==> src/sv/ctvlp_pkg.sv <==
// ----------------------------------------------------------------------------
// ctvlp_pkg
// Shared types, codes and literal tables for the CO2/TVOC line parser.
// ----------------------------------------------------------------------------
package ctvlp_pkg;

  // Request kinds
  localparam logic [1:0] KIND_BYTE = 2'd0;
  localparam logic [1:0] KIND_TICK = 2'd1;
  localparam logic [1:0] KIND_CMD  = 2'd2;

  // Sensor status codes
  localparam logic [1:0] ST_NORMAL     = 2'd0;
  localparam logic [1:0] ST_DATA_ERR   = 2'd1;
  localparam logic [1:0] ST_MODULE_ERR = 2'd2;

  localparam logic [7:0] LOSS_LIMIT_RST = 8'd3;

  // Literal lengths
  localparam logic [3:0] LEN_HEAD = 4'd4;
  localparam logic [3:0] LEN_MID  = 4'd9;
  localparam logic [3:0] LEN_END  = 4'd3;

  localparam logic [7:0] CH_ZERO = 8'h30;
  localparam logic [7:0] CH_NINE = 8'h39;
  localparam logic [7:0] CH_O    = 8'h4F;
  localparam logic [7:0] CH_K    = 8'h4B;

  localparam logic [15:0] ACC_MAX = 16'hFFFF;

  typedef enum logic [5:0] {
    PH_HEAD = 6'b000001,
    PH_NUM1 = 6'b000010,
    PH_MID  = 6'b000100,
    PH_NUM2 = 6'b001000,
    PH_END  = 6'b010000,
    PH_DONE = 6'b100000
  } phase_t;

  typedef struct packed {
    logic [1:0] kind;
    logic [7:0] rx_byte;
    logic       frame_last;
  } in_item_t;

  typedef struct packed {
    logic [1:0]  sensor_status;
    logic [15:0] co2_ppm;
    logic [15:0] tvoc_ppb;
    logic        resend_request;
  } out_item_t;

  typedef struct packed {
    logic      hit;
    out_item_t item;
  } ctvlp_res_t;

  // "CO2:"
  function automatic logic [7:0] lit_head_byte(input logic [3:0] idx);
    logic [7:0] ch;
    case (idx)
      4'd0:    ch = 8'h43;
      4'd1:    ch = 8'h4F;
      4'd2:    ch = 8'h32;
      4'd3:    ch = 8'h3A;
      default: ch = 8'h00;
    endcase
    return ch;
  endfunction

  // "ppm,TVOS:"
  function automatic logic [7:0] lit_mid_byte(input logic [3:0] idx);
    logic [7:0] ch;
    case (idx)
      4'd0:    ch = 8'h70;
      4'd1:    ch = 8'h70;
      4'd2:    ch = 8'h6D;
      4'd3:    ch = 8'h2C;
      4'd4:    ch = 8'h54;
      4'd5:    ch = 8'h56;
      4'd6:    ch = 8'h4F;
      4'd7:    ch = 8'h53;
      4'd8:    ch = 8'h3A;
      default: ch = 8'h00;
    endcase
    return ch;
  endfunction

  // "ppd"
  function automatic logic [7:0] lit_end_byte(input logic [3:0] idx);
    logic [7:0] ch;
    case (idx)
      4'd0:    ch = 8'h70;
      4'd1:    ch = 8'h70;
      4'd2:    ch = 8'h64;
      default: ch = 8'h00;
    endcase
    return ch;
  endfunction

endpackage

==> src/sv/ctvlp_parse.sv <==
// ----------------------------------------------------------------------------
// ctvlp_parse
// Parser state and combinational step logic for one request.
// ----------------------------------------------------------------------------
module ctvlp_parse
  import ctvlp_pkg::*;
(
  input  logic       clk,
  input  logic       rst_n,
  input  logic       step_en,
  input  in_item_t   item,
  input  logic [7:0] loss_limit,
  output ctvlp_res_t res
);

  phase_t      phase_r, phase_nxt;
  logic [3:0]  idx_r, idx_nxt;
  logic [15:0] co2_acc_r, co2_acc_nxt;
  logic [15:0] tvoc_acc_r, tvoc_acc_nxt;
  logic        bad_r, bad_nxt;
  logic        ack_r, ack_nxt;
  logic [1:0]  ackp_r, ackp_nxt;
  logic [7:0]  lost_r, lost_nxt;
  logic [1:0]  status_r, status_nxt;
  logic [15:0] co2_val_r, co2_val_nxt;
  logic [15:0] tvoc_val_r, tvoc_val_nxt;

  logic        is_digit;
  logic [3:0]  midx;
  logic [3:0]  lit_len;
  logic [7:0]  lit_ch;
  logic        lit_hit;
  logic [3:0]  idx_inc;
  logic        lit_done;
  logic [15:0] acc_in;
  logic [19:0] acc_prod;
  logic [15:0] acc_sat;
  logic        do_match;
  phase_t      match_next;
  logic        resend;

  assign is_digit = (item.rx_byte >= CH_ZERO) && (item.rx_byte <= CH_NINE);

  // Literal selection; a digit run ends with the first literal byte at index 0
  always_comb begin
    case (phase_r)
      PH_HEAD: begin
        midx    = idx_r;
        lit_len = LEN_HEAD;
        lit_ch  = lit_head_byte(midx);
      end
      PH_NUM1, PH_MID: begin
        midx    = (phase_r == PH_NUM1) ? 4'd0 : idx_r;
        lit_len = LEN_MID;
        lit_ch  = lit_mid_byte(midx);
      end
      PH_NUM2, PH_END: begin
        midx    = (phase_r == PH_NUM2) ? 4'd0 : idx_r;
        lit_len = LEN_END;
        lit_ch  = lit_end_byte(midx);
      end
      default: begin
        midx    = idx_r;
        lit_len = 4'd0;
        lit_ch  = 8'h00;
      end
    endcase
  end

  assign lit_hit  = (midx < lit_len) && (item.rx_byte == lit_ch);
  assign idx_inc  = midx + 4'd1;
  assign lit_done = (idx_inc == lit_len);

  // Decimal accumulate, saturating
  assign acc_in   = (phase_r == PH_NUM1) ? co2_acc_r : tvoc_acc_r;
  assign acc_prod = {4'd0, acc_in} * 20'd10 + {16'd0, item.rx_byte[3:0]};
  assign acc_sat  = (acc_prod[19:16] != 4'd0) ? ACC_MAX : acc_prod[15:0];

  always_comb begin
    phase_nxt    = phase_r;
    idx_nxt      = idx_r;
    co2_acc_nxt  = co2_acc_r;
    tvoc_acc_nxt = tvoc_acc_r;
    bad_nxt      = bad_r;
    ack_nxt      = ack_r;
    ackp_nxt     = ackp_r;
    lost_nxt     = lost_r;
    status_nxt   = status_r;
    co2_val_nxt  = co2_val_r;
    tvoc_val_nxt = tvoc_val_r;
    do_match     = 1'b0;
    match_next   = PH_DONE;
    resend       = 1'b0;
    res.hit      = 1'b0;

    case (item.kind)
      KIND_TICK: begin
        lost_nxt = lost_r + 8'd1;
        if (lost_nxt == loss_limit) begin
          status_nxt = ST_MODULE_ERR;
          res.hit    = 1'b1;
        end
      end
      KIND_CMD: begin
        ack_nxt      = 1'b1;
        phase_nxt    = PH_HEAD;
        idx_nxt      = 4'd0;
        co2_acc_nxt  = 16'd0;
        tvoc_acc_nxt = 16'd0;
        bad_nxt      = 1'b0;
        ackp_nxt     = 2'd0;
      end
      KIND_BYTE: begin
        if (ack_r) begin
          if (!bad_r && ackp_r != 2'd2) begin
            if (item.rx_byte == ((ackp_r == 2'd0) ? CH_O : CH_K)) begin
              ackp_nxt = ackp_r + 2'd1;
            end else begin
              bad_nxt = 1'b1;
            end
          end
        end else if (!bad_r) begin
          case (phase_r)
            PH_HEAD: begin
              do_match   = 1'b1;
              match_next = PH_NUM1;
            end
            PH_NUM1: begin
              if (is_digit) begin
                co2_acc_nxt = acc_sat;
              end else begin
                phase_nxt  = PH_MID;
                idx_nxt    = 4'd0;
                do_match   = 1'b1;
                match_next = PH_NUM2;
              end
            end
            PH_MID: begin
              do_match   = 1'b1;
              match_next = PH_NUM2;
            end
            PH_NUM2: begin
              if (is_digit) begin
                tvoc_acc_nxt = acc_sat;
              end else begin
                phase_nxt  = PH_END;
                idx_nxt    = 4'd0;
                do_match   = 1'b1;
                match_next = PH_DONE;
              end
            end
            PH_END: begin
              do_match   = 1'b1;
              match_next = PH_DONE;
            end
            PH_DONE: begin
            end
            default: begin
              bad_nxt = 1'b1;
            end
          endcase
          if (do_match) begin
            if (!lit_hit) begin
              bad_nxt = 1'b1;
            end else if (lit_done) begin
              idx_nxt   = 4'd0;
              phase_nxt = match_next;
            end else begin
              idx_nxt = idx_inc;
            end
          end
        end

        // Frame end: judge the frame, then restart parsing
        if (item.frame_last) begin
          lost_nxt = 8'd0;
          res.hit  = 1'b1;
          if (ack_r) begin
            if (!bad_nxt && ackp_nxt == 2'd2) begin
              status_nxt = ST_NORMAL;
              ack_nxt    = 1'b0;
            end else begin
              status_nxt = ST_MODULE_ERR;
              resend     = 1'b1;
            end
          end else if (!bad_nxt && phase_nxt == PH_DONE) begin
            status_nxt   = ST_NORMAL;
            co2_val_nxt  = co2_acc_nxt;
            tvoc_val_nxt = tvoc_acc_nxt;
          end else begin
            status_nxt = ST_DATA_ERR;
          end
          phase_nxt    = PH_HEAD;
          idx_nxt      = 4'd0;
          co2_acc_nxt  = 16'd0;
          tvoc_acc_nxt = 16'd0;
          bad_nxt      = 1'b0;
          ackp_nxt     = 2'd0;
        end
      end
      default: begin
      end
    endcase

    res.item.sensor_status  = status_nxt;
    res.item.co2_ppm        = co2_val_nxt;
    res.item.tvoc_ppb       = tvoc_val_nxt;
    res.item.resend_request = resend;
  end

  always_ff @(posedge clk) begin
    if (!rst_n) begin
      phase_r    <= PH_HEAD;
      idx_r      <= 4'd0;
      co2_acc_r  <= 16'd0;
      tvoc_acc_r <= 16'd0;
      bad_r      <= 1'b0;
      ack_r      <= 1'b0;
      ackp_r     <= 2'd0;
      lost_r     <= 8'd0;
      status_r   <= ST_MODULE_ERR;
      co2_val_r  <= 16'd0;
      tvoc_val_r <= 16'd0;
    end else if (step_en) begin
      phase_r    <= phase_nxt;
      idx_r      <= idx_nxt;
      co2_acc_r  <= co2_acc_nxt;
      tvoc_acc_r <= tvoc_acc_nxt;
      bad_r      <= bad_nxt;
      ack_r      <= ack_nxt;
      ackp_r     <= ackp_nxt;
      lost_r     <= lost_nxt;
      status_r   <= status_nxt;
      co2_val_r  <= co2_val_nxt;
      tvoc_val_r <= tvoc_val_nxt;
    end
  end

endmodule

==> src/sv/co2_tvoc_line_parser.sv <==
// ----------------------------------------------------------------------------
// co2_tvoc_line_parser
// Byte-serial parser for CO2/TVOC sensor lines with acknowledge handling.
// ----------------------------------------------------------------------------
// Datapath: the accepted request waits in the input register; when it advances,
//   any result it makes is loaded into the result register, which drives out_valid.
// Throughput: one request per cycle; the input register advances whenever
//   the request makes no result or the output register is free or draining.
// Reset (synchronous, rst_n low): parser at head, data mode, status module
//   error, stored values zero, loss limit 3, both registers empty.
module co2_tvoc_line_parser
  import ctvlp_pkg::*;
(
  input  logic       clk,
  input  logic       rst_n,
  // Request channel
  input  logic       in_valid,
  output logic       in_ready,
  input  in_item_t   in_data,
  // Result channel
  output logic       out_valid,
  input  logic       out_ready,
  output out_item_t  out_data,
  // Configuration: loss limit
  input  logic       cfg_wr_en,
  input  logic [7:0] cfg_wr_data
);

  logic       in_vld_r;
  in_item_t   in_item_r;
  logic       out_vld_r;
  out_item_t  out_item_r;
  logic [7:0] loss_limit_r;
  ctvlp_res_t res;
  logic       adv;

  // Advance the held request when its result (if any) has a place to go
  assign adv      = in_vld_r && (!res.hit || !out_vld_r || out_ready);
  assign in_ready = !in_vld_r || adv;

  ctvlp_parse u_parse (
    .clk        (clk),
    .rst_n      (rst_n),
    .step_en    (adv),
    .item       (in_item_r),
    .loss_limit (loss_limit_r),
    .res        (res)
  );

  // Input register: hold the request until it advances
  always_ff @(posedge clk) begin
    if (!rst_n) begin
      in_vld_r <= 1'b0;
    end else if (in_ready) begin
      in_vld_r <= in_valid;
    end
  end

  always_ff @(posedge clk) begin
    if (in_ready && in_valid) begin
      in_item_r <= in_data;
    end
  end

  // Result register: load on a result, drop when taken
  always_ff @(posedge clk) begin
    if (!rst_n) begin
      out_vld_r <= 1'b0;
    end else if (adv && res.hit) begin
      out_vld_r <= 1'b1;
    end else if (out_ready) begin
      out_vld_r <= 1'b0;
    end
  end

  always_ff @(posedge clk) begin
    if (adv && res.hit) begin
      out_item_r <= res.item;
    end
  end

  // Loss limit register
  always_ff @(posedge clk) begin
    if (!rst_n) begin
      loss_limit_r <= LOSS_LIMIT_RST;
    end else if (cfg_wr_en) begin
      loss_limit_r <= cfg_wr_data;
    end
  end

  assign out_valid = out_vld_r;
  assign out_data  = out_item_r;

endmodule
==> config.mk <==
export PLATFORM = sky130hd
export DESIGN_NAME = co2_tvoc_line_parser
export DESIGN_NICKNAME = d
export VERILOG_FILES = /design/src/sv/ctvlp_pkg.sv /design/src/sv/ctvlp_parse.sv /design/src/sv/co2_tvoc_line_parser.sv
export SDC_FILE = /design/constraint.sdc
export NUM_CORES = 1
export LEC_CHECK = 0
export BUFFER_PORTS_ARGS = -buffer_cell sky130_fd_sc_hd__buf_2
export CAP_MARGIN = 25
export CORE_AREA = 4 4 139 141
export CTS_CLUSTER_DIAMETER = 40
export DETAILED_ROUTE_END_ITERATION = 8
export DIE_AREA = 0 0 143 145
export MAX_ROUTING_LAYER = met4
export PLACE_DENSITY_LB_ADDON = 0.25
export SLEW_MARGIN = 10
export SYNTH_ARGS = -nofsm -noshare
export SYNTH_HDL_FRONTEND = slang
export SYNTH_SLANG_ARGS = --single-unit
==> constraint.sdc <==
create_clock -name clk -period 9.2 [get_ports clk]
set_clock_uncertainty 0.1 [all_clocks]
set_input_delay 1.84 -clock clk [delete_from_list [all_inputs] [get_ports clk]]
set_output_delay 1.84 -clock clk [all_outputs]
set_load 0.03 [all_outputs]
==> results of run 1 <==
[kinds of logic after synthesis]
| family | count (synthesis) |
|---|---|
| simple gates | 356 |
| compound gates | 192 |
| flops | 144 |
| buf+inv | 91 |
| mux | 90 |
| xor+xnor | 44 |
| fa+ha+maj | 43 |
[area by class of cell]
cell class | count | area [µm²]
fill | 1606 | 8046
multi-input combinational | 725 | 5165
sequential | 144 | 3343
clock buffer | 17 | 425.4
timing repair buffer | 70 | 400.4
tap | 229 | 286.5
clock inverter | 15 | 168.9
inverter | 34 | 127.6
[flip-flops by register name, indices dropped and copies added, names as in the netlist, 4 cells and up]
register / flops
u_parse.idx_r: 4
u_parse.tvoc_acc_r: 16
u_parse.co2_acc_r: 16
u_parse.lost_r: 8
u_parse.tvoc_val_r: 16
u_parse.phase_r: 6
out_data: 35
u_parse.co2_val_r: 16
loss_limit_r: 8
in_item_r: 11
[stage by stage]
step | instances | cell area (µm²)
2_1_floorplan | 960 | 8930
4_1_cts | 1233 | 9897
3_3_place_gp | 1200 | 9283
3_5_place_dp | 1201 | 9303
6_report | 1234 | 9917
5_1_grt | 1234 | 9917
[cell usage in the layout (no fill, tap or decap), drive strengths merged, types with 4 or more instances in the layout]
cell     Yosys  layout
nand2      113     113
dfxtp       98      98
buf         19      70
nor2        60      60
o21ai       56      56
mux2        48      48
edfxtp      46      46
mux2i       42      42
inv         34      40
ha          39      39
or2         38      38
nand3       33      33
a21oi       30      30
xnor2       28      28
a211oi      22      22
nor3        21      21
clkbuf      38      17
nor4        17      17
xor2        16      16
nor2b       10      10
and2        10      10
nand4        9       9
or3          8       8
a2111oi      8       8
o211ai       7       7
o31ai        7       7
a31oi        6       6
o21a         6       6
a21o         6       6
nand2b       6       6
a311oi       6       6
clkinv       0       6
a21boi       5       5
or4          5       5
and4         4       4
o2111ai      4       4
o22ai        4       4
nor3b        4       4
a32oi        4       4
o41ai        4       4
[worst register-to-register path: stages (launching register included)]
cell,delay (ps)
dfxtp_1,520
inv_1,130
nor4_1,420
nand3_1,130
buf_4,240
o21ai_0,330
ha_1,310
ha_1,290
a211oi_1,440
o211ai_1,200
a2111oi_0,570
nor2_1,200
xnor2_1,220
nor4_1,340
nand4_1,610
a21oi_1,860
a311oi_1,180
[power by group through the flow]
| stage | Clock (W) | Sequential [W] | Combinational (W) |
|---|---|---|---|
| 3_3_place_gp | 0 | 0.000683 | 0.0000514 |
| 3_5_place_dp | 0 | 0.000683 | 0.0000526 |
| 6_report | 0.000683 | 0.000669 | 0.0000526 |
| 4_1_cts | 0.000697 | 0.000669 | 0.0000527 |
| 2_1_floorplan | 0 | 0.000679 | 0.0000372 |
| 5_1_grt | 0.000730 | 0.000669 | 0.0000590 |
[per-layer routing]
metal	vias up	share of wire (%)	global-route usage [%]	wire length (µm)
li1	3565	-	-	-
met1	3230	50	29.32	10010
met2	180	44	29.28	8789
met3	30	4.7	3.620	959
met4	0	2.2	6.702	439
met5	-	0	-	0
[worst max-delay path by stage]
stage / startpoint / slack (ps) / depth (start not counted) / end
after floorplan: u_parse.phase_r[2]$_SDFFE_PN0P_ / 3770 / 17 / u_parse.co2_acc_r[4]$_SDFFE_PN0P_
after global placement: u_parse.phase_r[1]$_SDFFE_PN0P_ / 3130 / 16 / u_parse.tvoc_acc_r[8]$_SDFFE_PN0P_
after detailed placement: u_parse.phase_r[1]$_SDFFE_PN0P_ / 3070 / 16 / u_parse.tvoc_acc_r[8]$_SDFFE_PN0P_
after CTS: u_parse.phase_r[1]$_SDFFE_PN0P_ / 3010 / 16 / u_parse.tvoc_acc_r[8]$_SDFFE_PN0P_
after global routing: u_parse.phase_r[1]$_SDFFE_PN0P_ / 2360 / 16 / u_parse.tvoc_acc_r[8]$_SDFFE_PN0P_
final: u_parse.phase_r[1]$_SDFFE_PN0P_ / 2970 / 16 / u_parse.tvoc_acc_r[8]$_SDFFE_PN0P_
==> results.cfg, run 1 <==
[run_status]
status = finished clean

[power_and_ir_drop]
p_leak_nw = 3.998
clock_power_share_pct = 48.6
ir_drop_uv = 129.7
switching_power_w = 0.0003404
power_w = 0.001404
combPwrFrac_pct = 3.7
swShare_pct = 24.24
p_int_w = 0.001064
powerDensity_nw_per_um2 = 141.6
seq_power_share_pct = 47.6

[clocking]
clk_latency_ps = 420
cts.sinks = 144
cts_resized = 0
max-clock-path-buffers = 2
numCtsBuffers = 17
cts_hold_buf = 0
htreeDepth = 4
cts_root_buf = clkbuf_16
clkTransAtPathRegs_ps = 60
cts_tree = yes
post_cts_buffers = 0

[finish]
drive_gt1_share_pct = 21.00
area_delta_synth_final_pct = 11.06
fin_util_pct = 55.21
layout.nets = 1057
diodes = 0

[timing]
tns_ps = 0
worst_pin_slew_ps = 964.3
setup_viol = 0
finalCriticalPeriod_ps = 6229
post-route-period-util_pct = 67.71
rsz0062_at_grt = false
layout_setup_ws_ps = 2971
hold_ws_ps = 357.9
maxSlewHeadroom_pct = 35.72
finalMaxSlewViolations = 0
hold_viol_final = 0
fmax_mhz = 160.5

[critical_path]
crit_path_max_incr_delay_ps = 860
required_ps = 9360
crit_buf_inv = 2
crit_fanout = 22
r2r-end = u_parse.tvoc_acc_r[8]$_SDFFE_PN0P_
critical_path_class = register to register
critical_path.slowest_cell = a21oi_1
critPathTopFamily = compound AO/OA/AOI/OAI gates
worst-r2r-cell-count = 16
crit_arrival_ps = 6390
cp-start-kind = register
path_cells = inv_1 -> nor4_1 -> nand3_1 -> buf_4 -> o21ai_0 -> ha_1 -> ha_1 -> a211oi_1 -> o211ai_1 -> a2111oi_0 -> nor2_1 -> xnor2_1 -> nor4_1 -> nand4_1 -> a21oi_1 -> a311oi_1
regToRegStartpoint = u_parse.phase_r[1]$_SDFFE_PN0P_
end_kind = register
r2r_slack_ps = 2970

[floorplanning]
die_x_um = 143
coreArea_um2 = 17960
ios = 61
die_y_um = 145
die_area_um2 = 20740
initial_core_util_pct = 49.71
rows = 49

[route]
ant_nets = 0
num_vias = 7005
wl_um = 20200
first_pass_iters = 5
routed_via_density = 5.677
drcViolationCount = 0
first_iter_violations = 543
avgRoutedWirePerCell_um = 16.37

[synth]
synth-seq-area-share_pct = 37.44
synthesis.area_um2 = 8930
synth_ff_type = dfxtp_1
yosys_warnings = 0
synth_mux_area_share_pct = 12.02
synth-adder-area-share_pct = 6.137
synth_fp_nets = 1025
ys_types = 78
yosysMostFrequentCell = nand2_1
synthTopCellsByArea = dfxtp_1, edfxtp_1, ha_1, mux2_4, nand2_1
synth_commonest_cells = nand2_1, dfxtp_1, nor2_1, o21ai_0, edfxtp_1
async_reset_ff_share_pct = 0
yosys.area_share.simple_pct = 20.43
synth_top_area_share_pct = 21.97
synth_edf_count = 46
synth_compound_area_share_pct = 14.71
synth_cells = 960
synth_top_area_cell = dfxtp_1
postSynthAreaPerCell_um2 = 9.302
ys_ff_latch = 144
synthXorXnorAreaFrac_pct = 4.316
synth_top_family_by_area = simple AND/OR/NAND/NOR gates

[global_route]
antenna_found_initial = 0
first_global_vias = 6688
track_usage_pct = 20.45
grt_pass1_wl_um = 33870
gr-total-overflow = 0
grt_max_degree = 96

[place]
dp_slack_ps = 3067
port_buffers = 60
hpwl_um = 14710
gp_congestion = 0.9337

[worst_hold_path]
hold_path.class = register to register
whs_path_depth = 2
hp-start = u_parse.co2_val_r[12]$_SDFFE_PN0P_
min_to = u_parse.co2_val_r[12]$_SDFFE_PN0P_

[run]
maxCapViolations = 0
Power figures use the tool's default switching activity.
==> run 2, diff against run 1 <==
- clock period: 9.2 -> 6.1 ns (I/O delays scaled with it)
==> run 2 against run 1 <==
Net effect:
- global-route usage rose by 0.46 points
- via count increased by 1.9%
- final cell count grew 0.24%
- worst setup slack lost 2300 ps
- first-iteration DRC count rose by 17%
- sequential power is 51% higher
- flip-flop and latch count is the same
- non-clock buffer count grew 3
- largest cell class unchanged
==> results.cfg, run 2 (synthesis results as in run 1) <==
[clocking]
cts_tree = yes
cts_hold_buf = 0
numCtsBuffers = 17
clk_latency_ps = 420
max-clock-path-buffers = 2
post_cts_buffers = 0
cts_resized = 0
clkTransAtPathRegs_ps = 60
cts.sinks = 144
cts_root_buf = clkbuf_16
htreeDepth = 4

[power_and_ir_drop]
seq_power_share_pct = 48.1
clock_power_share_pct = 48.1
combPwrFrac_pct = 3.8
power_w = 0.002098
switching_power_w = 0.0005007
swShare_pct = 23.87
p_int_w = 0.001597
powerDensity_nw_per_um2 = 211.4
p_leak_nw = 3.994
ir_drop_uv = 195.6

[run_status]
status = finished clean

[critical_path]
r2r_slack_ps = 680
critPathTopFamily = compound AO/OA/AOI/OAI gates
required_ps = 6330
path_cells = inv_1 -> nor4_1 -> nand3_1 -> buf_4 -> o21ai_0 -> ha_1 -> ha_1 -> a211oi_1 -> o211ai_1 -> a2111oi_0 -> nor2_1 -> xnor2_1 -> nor4_1 -> a21o_2 -> a21oi_1 -> buf_4 -> a311oi_1
crit_buf_inv = 3
crit_arrival_ps = 5650
critical_path_class = register to register
critical_path.slowest_cell = a2111oi_0
crit_path_max_incr_delay_ps = 560
end_kind = register
cp-start-kind = register
crit_fanout = 22

[global_route]
grt_max_degree = 95
antenna_found_initial = 0
gr-total-overflow = 0
track_usage_pct = 20.91
grt_pass1_wl_um = 34520
first_global_vias = 6743

[place]
hpwl_um = 15220
gp_congestion = 0.8928
port_buffers = 60
post_dp_cell_area_um2 = 9345

[finish]
multi_input_area_um2 = 5170
drive_gt1_share_pct = 21.23
area_delta_synth_final_pct = 11.11
diodes = 0
layout.nets = 1060
final_area_um2 = 9922
mostFrequentLayoutCell = nand2_1
largest_register_ffs = 35
fillers = 1612
final_cell_mix = nand2_1, dfxtp_1, nor2_1, buf_2, o21ai_0
regArea_um2 = 3343

[route]
first_pass_iters = 5
wl_um = 21010
avgRoutedWirePerCell_um = 16.98
drcViolationCount = 0
routed_via_density = 5.770
num_vias = 7137
ant_nets = 0
first_iter_violations = 635

[worst_hold_path]
hold_path.class = register to register

[timing]
finalMaxSlewViolations = 0
fmax_mhz = 184.4
post-route-period-util_pct = 88.88
tns_ps = 0
setup_viol = 0
maxSlewHeadroom_pct = 35.12
finalCriticalPeriod_ps = 5422
hold_viol_final = 0
worst_pin_slew_ps = 973.2
rsz0062_at_grt = false

[floorplanning]
coreArea_um2 = 17960
ios = 61
die_y_um = 145
die_area_um2 = 20740
rows = 49
die_x_um = 143
initial_core_util_pct = 49.71

[run]
maxCapViolations = 0
[run 2: routing by layer]
metal / global-route usage (%) / share of wire, % / up-vias
li1: - / - / 3553
met1: 28.84 / 47 / 3349
met2: 31.77 / 45 / 211
met3: 3.883 / 5.9 / 24
met4: 5.418 / 1.5 / 0
met5: - / 0 / -
[run 2: worst reg2reg max path, cell delays in order (launching register included)]
cell,delay [ps]
dfxtp_1,530
inv_1,130
nor4_1,380
nand3_1,120
buf_4,240
o21ai_0,330
ha_1,310
ha_1,290
a211oi_1,450
o211ai_1,190
a2111oi_0,560
nor2_1,180
xnor2_1,220
nor4_1,330
a21o_2,410
a21oi_1,120
buf_4,190
a311oi_1,260
[run 2: final timing paths]
| kind | start | to | cells after the start |
|---|---|---|---|
| max | u_parse.phase_r[1]$_SDFFE_PN0P_ | u_parse.co2_acc_r[4]$_SDFFE_PN0P_ | 17 |
| min | u_parse.co2_val_r[12]$_SDFFE_PN0P_ | u_parse.co2_val_r[12]$_SDFFE_PN0P_ | 2 |
| max reg2reg | u_parse.phase_r[1]$_SDFFE_PN0P_ | u_parse.co2_acc_r[4]$_SDFFE_PN0P_ | 17 |
| min reg2reg | u_parse.co2_val_r[12]$_SDFFE_PN0P_ | u_parse.co2_val_r[12]$_SDFFE_PN0P_ | 2 |
[run 2: through the flow]
stage                     setup slack [ps]  hold slack (ps)  utilization (%)  cells
after floorplan                      669.8            332.2                -    960
after global placement               657.5            339.9            51.91   1204
after detailed placement             527.8            347.0            52.02   1205
after CTS                            513.9            356.8            55.21   1237
after global routing                 66.57            380.8            55.23   1237
final                                678.4            358.0            55.23   1237
[run 2: power groups by stage]
stage	logic [W]	clock network, W	registers, W
after CTS	0.0000799	0.00102	0.00101
after global placement	0.0000776	0	0.00103
after floorplan	0.0000561	0	0.00102
final	0.0000799	0.00101	0.00101
after global routing	0.0000886	0.00107	0.00101
after detailed placement	0.0000795	0	0.00103
[run 2: final cells by class]
| type | instances | share of cell area (%) |
|---|---|---|
| timing repair buffer | 73 | 4.262 |
| sequential | 144 | 33.69 |
| multi-input combinational | 725 | 52.11 |
| clock inverter | 15 | 1.475 |
| clock buffer | 17 | 4.288 |
| tap | 229 | 2.888 |
| inverter | 34 | 1.286 |
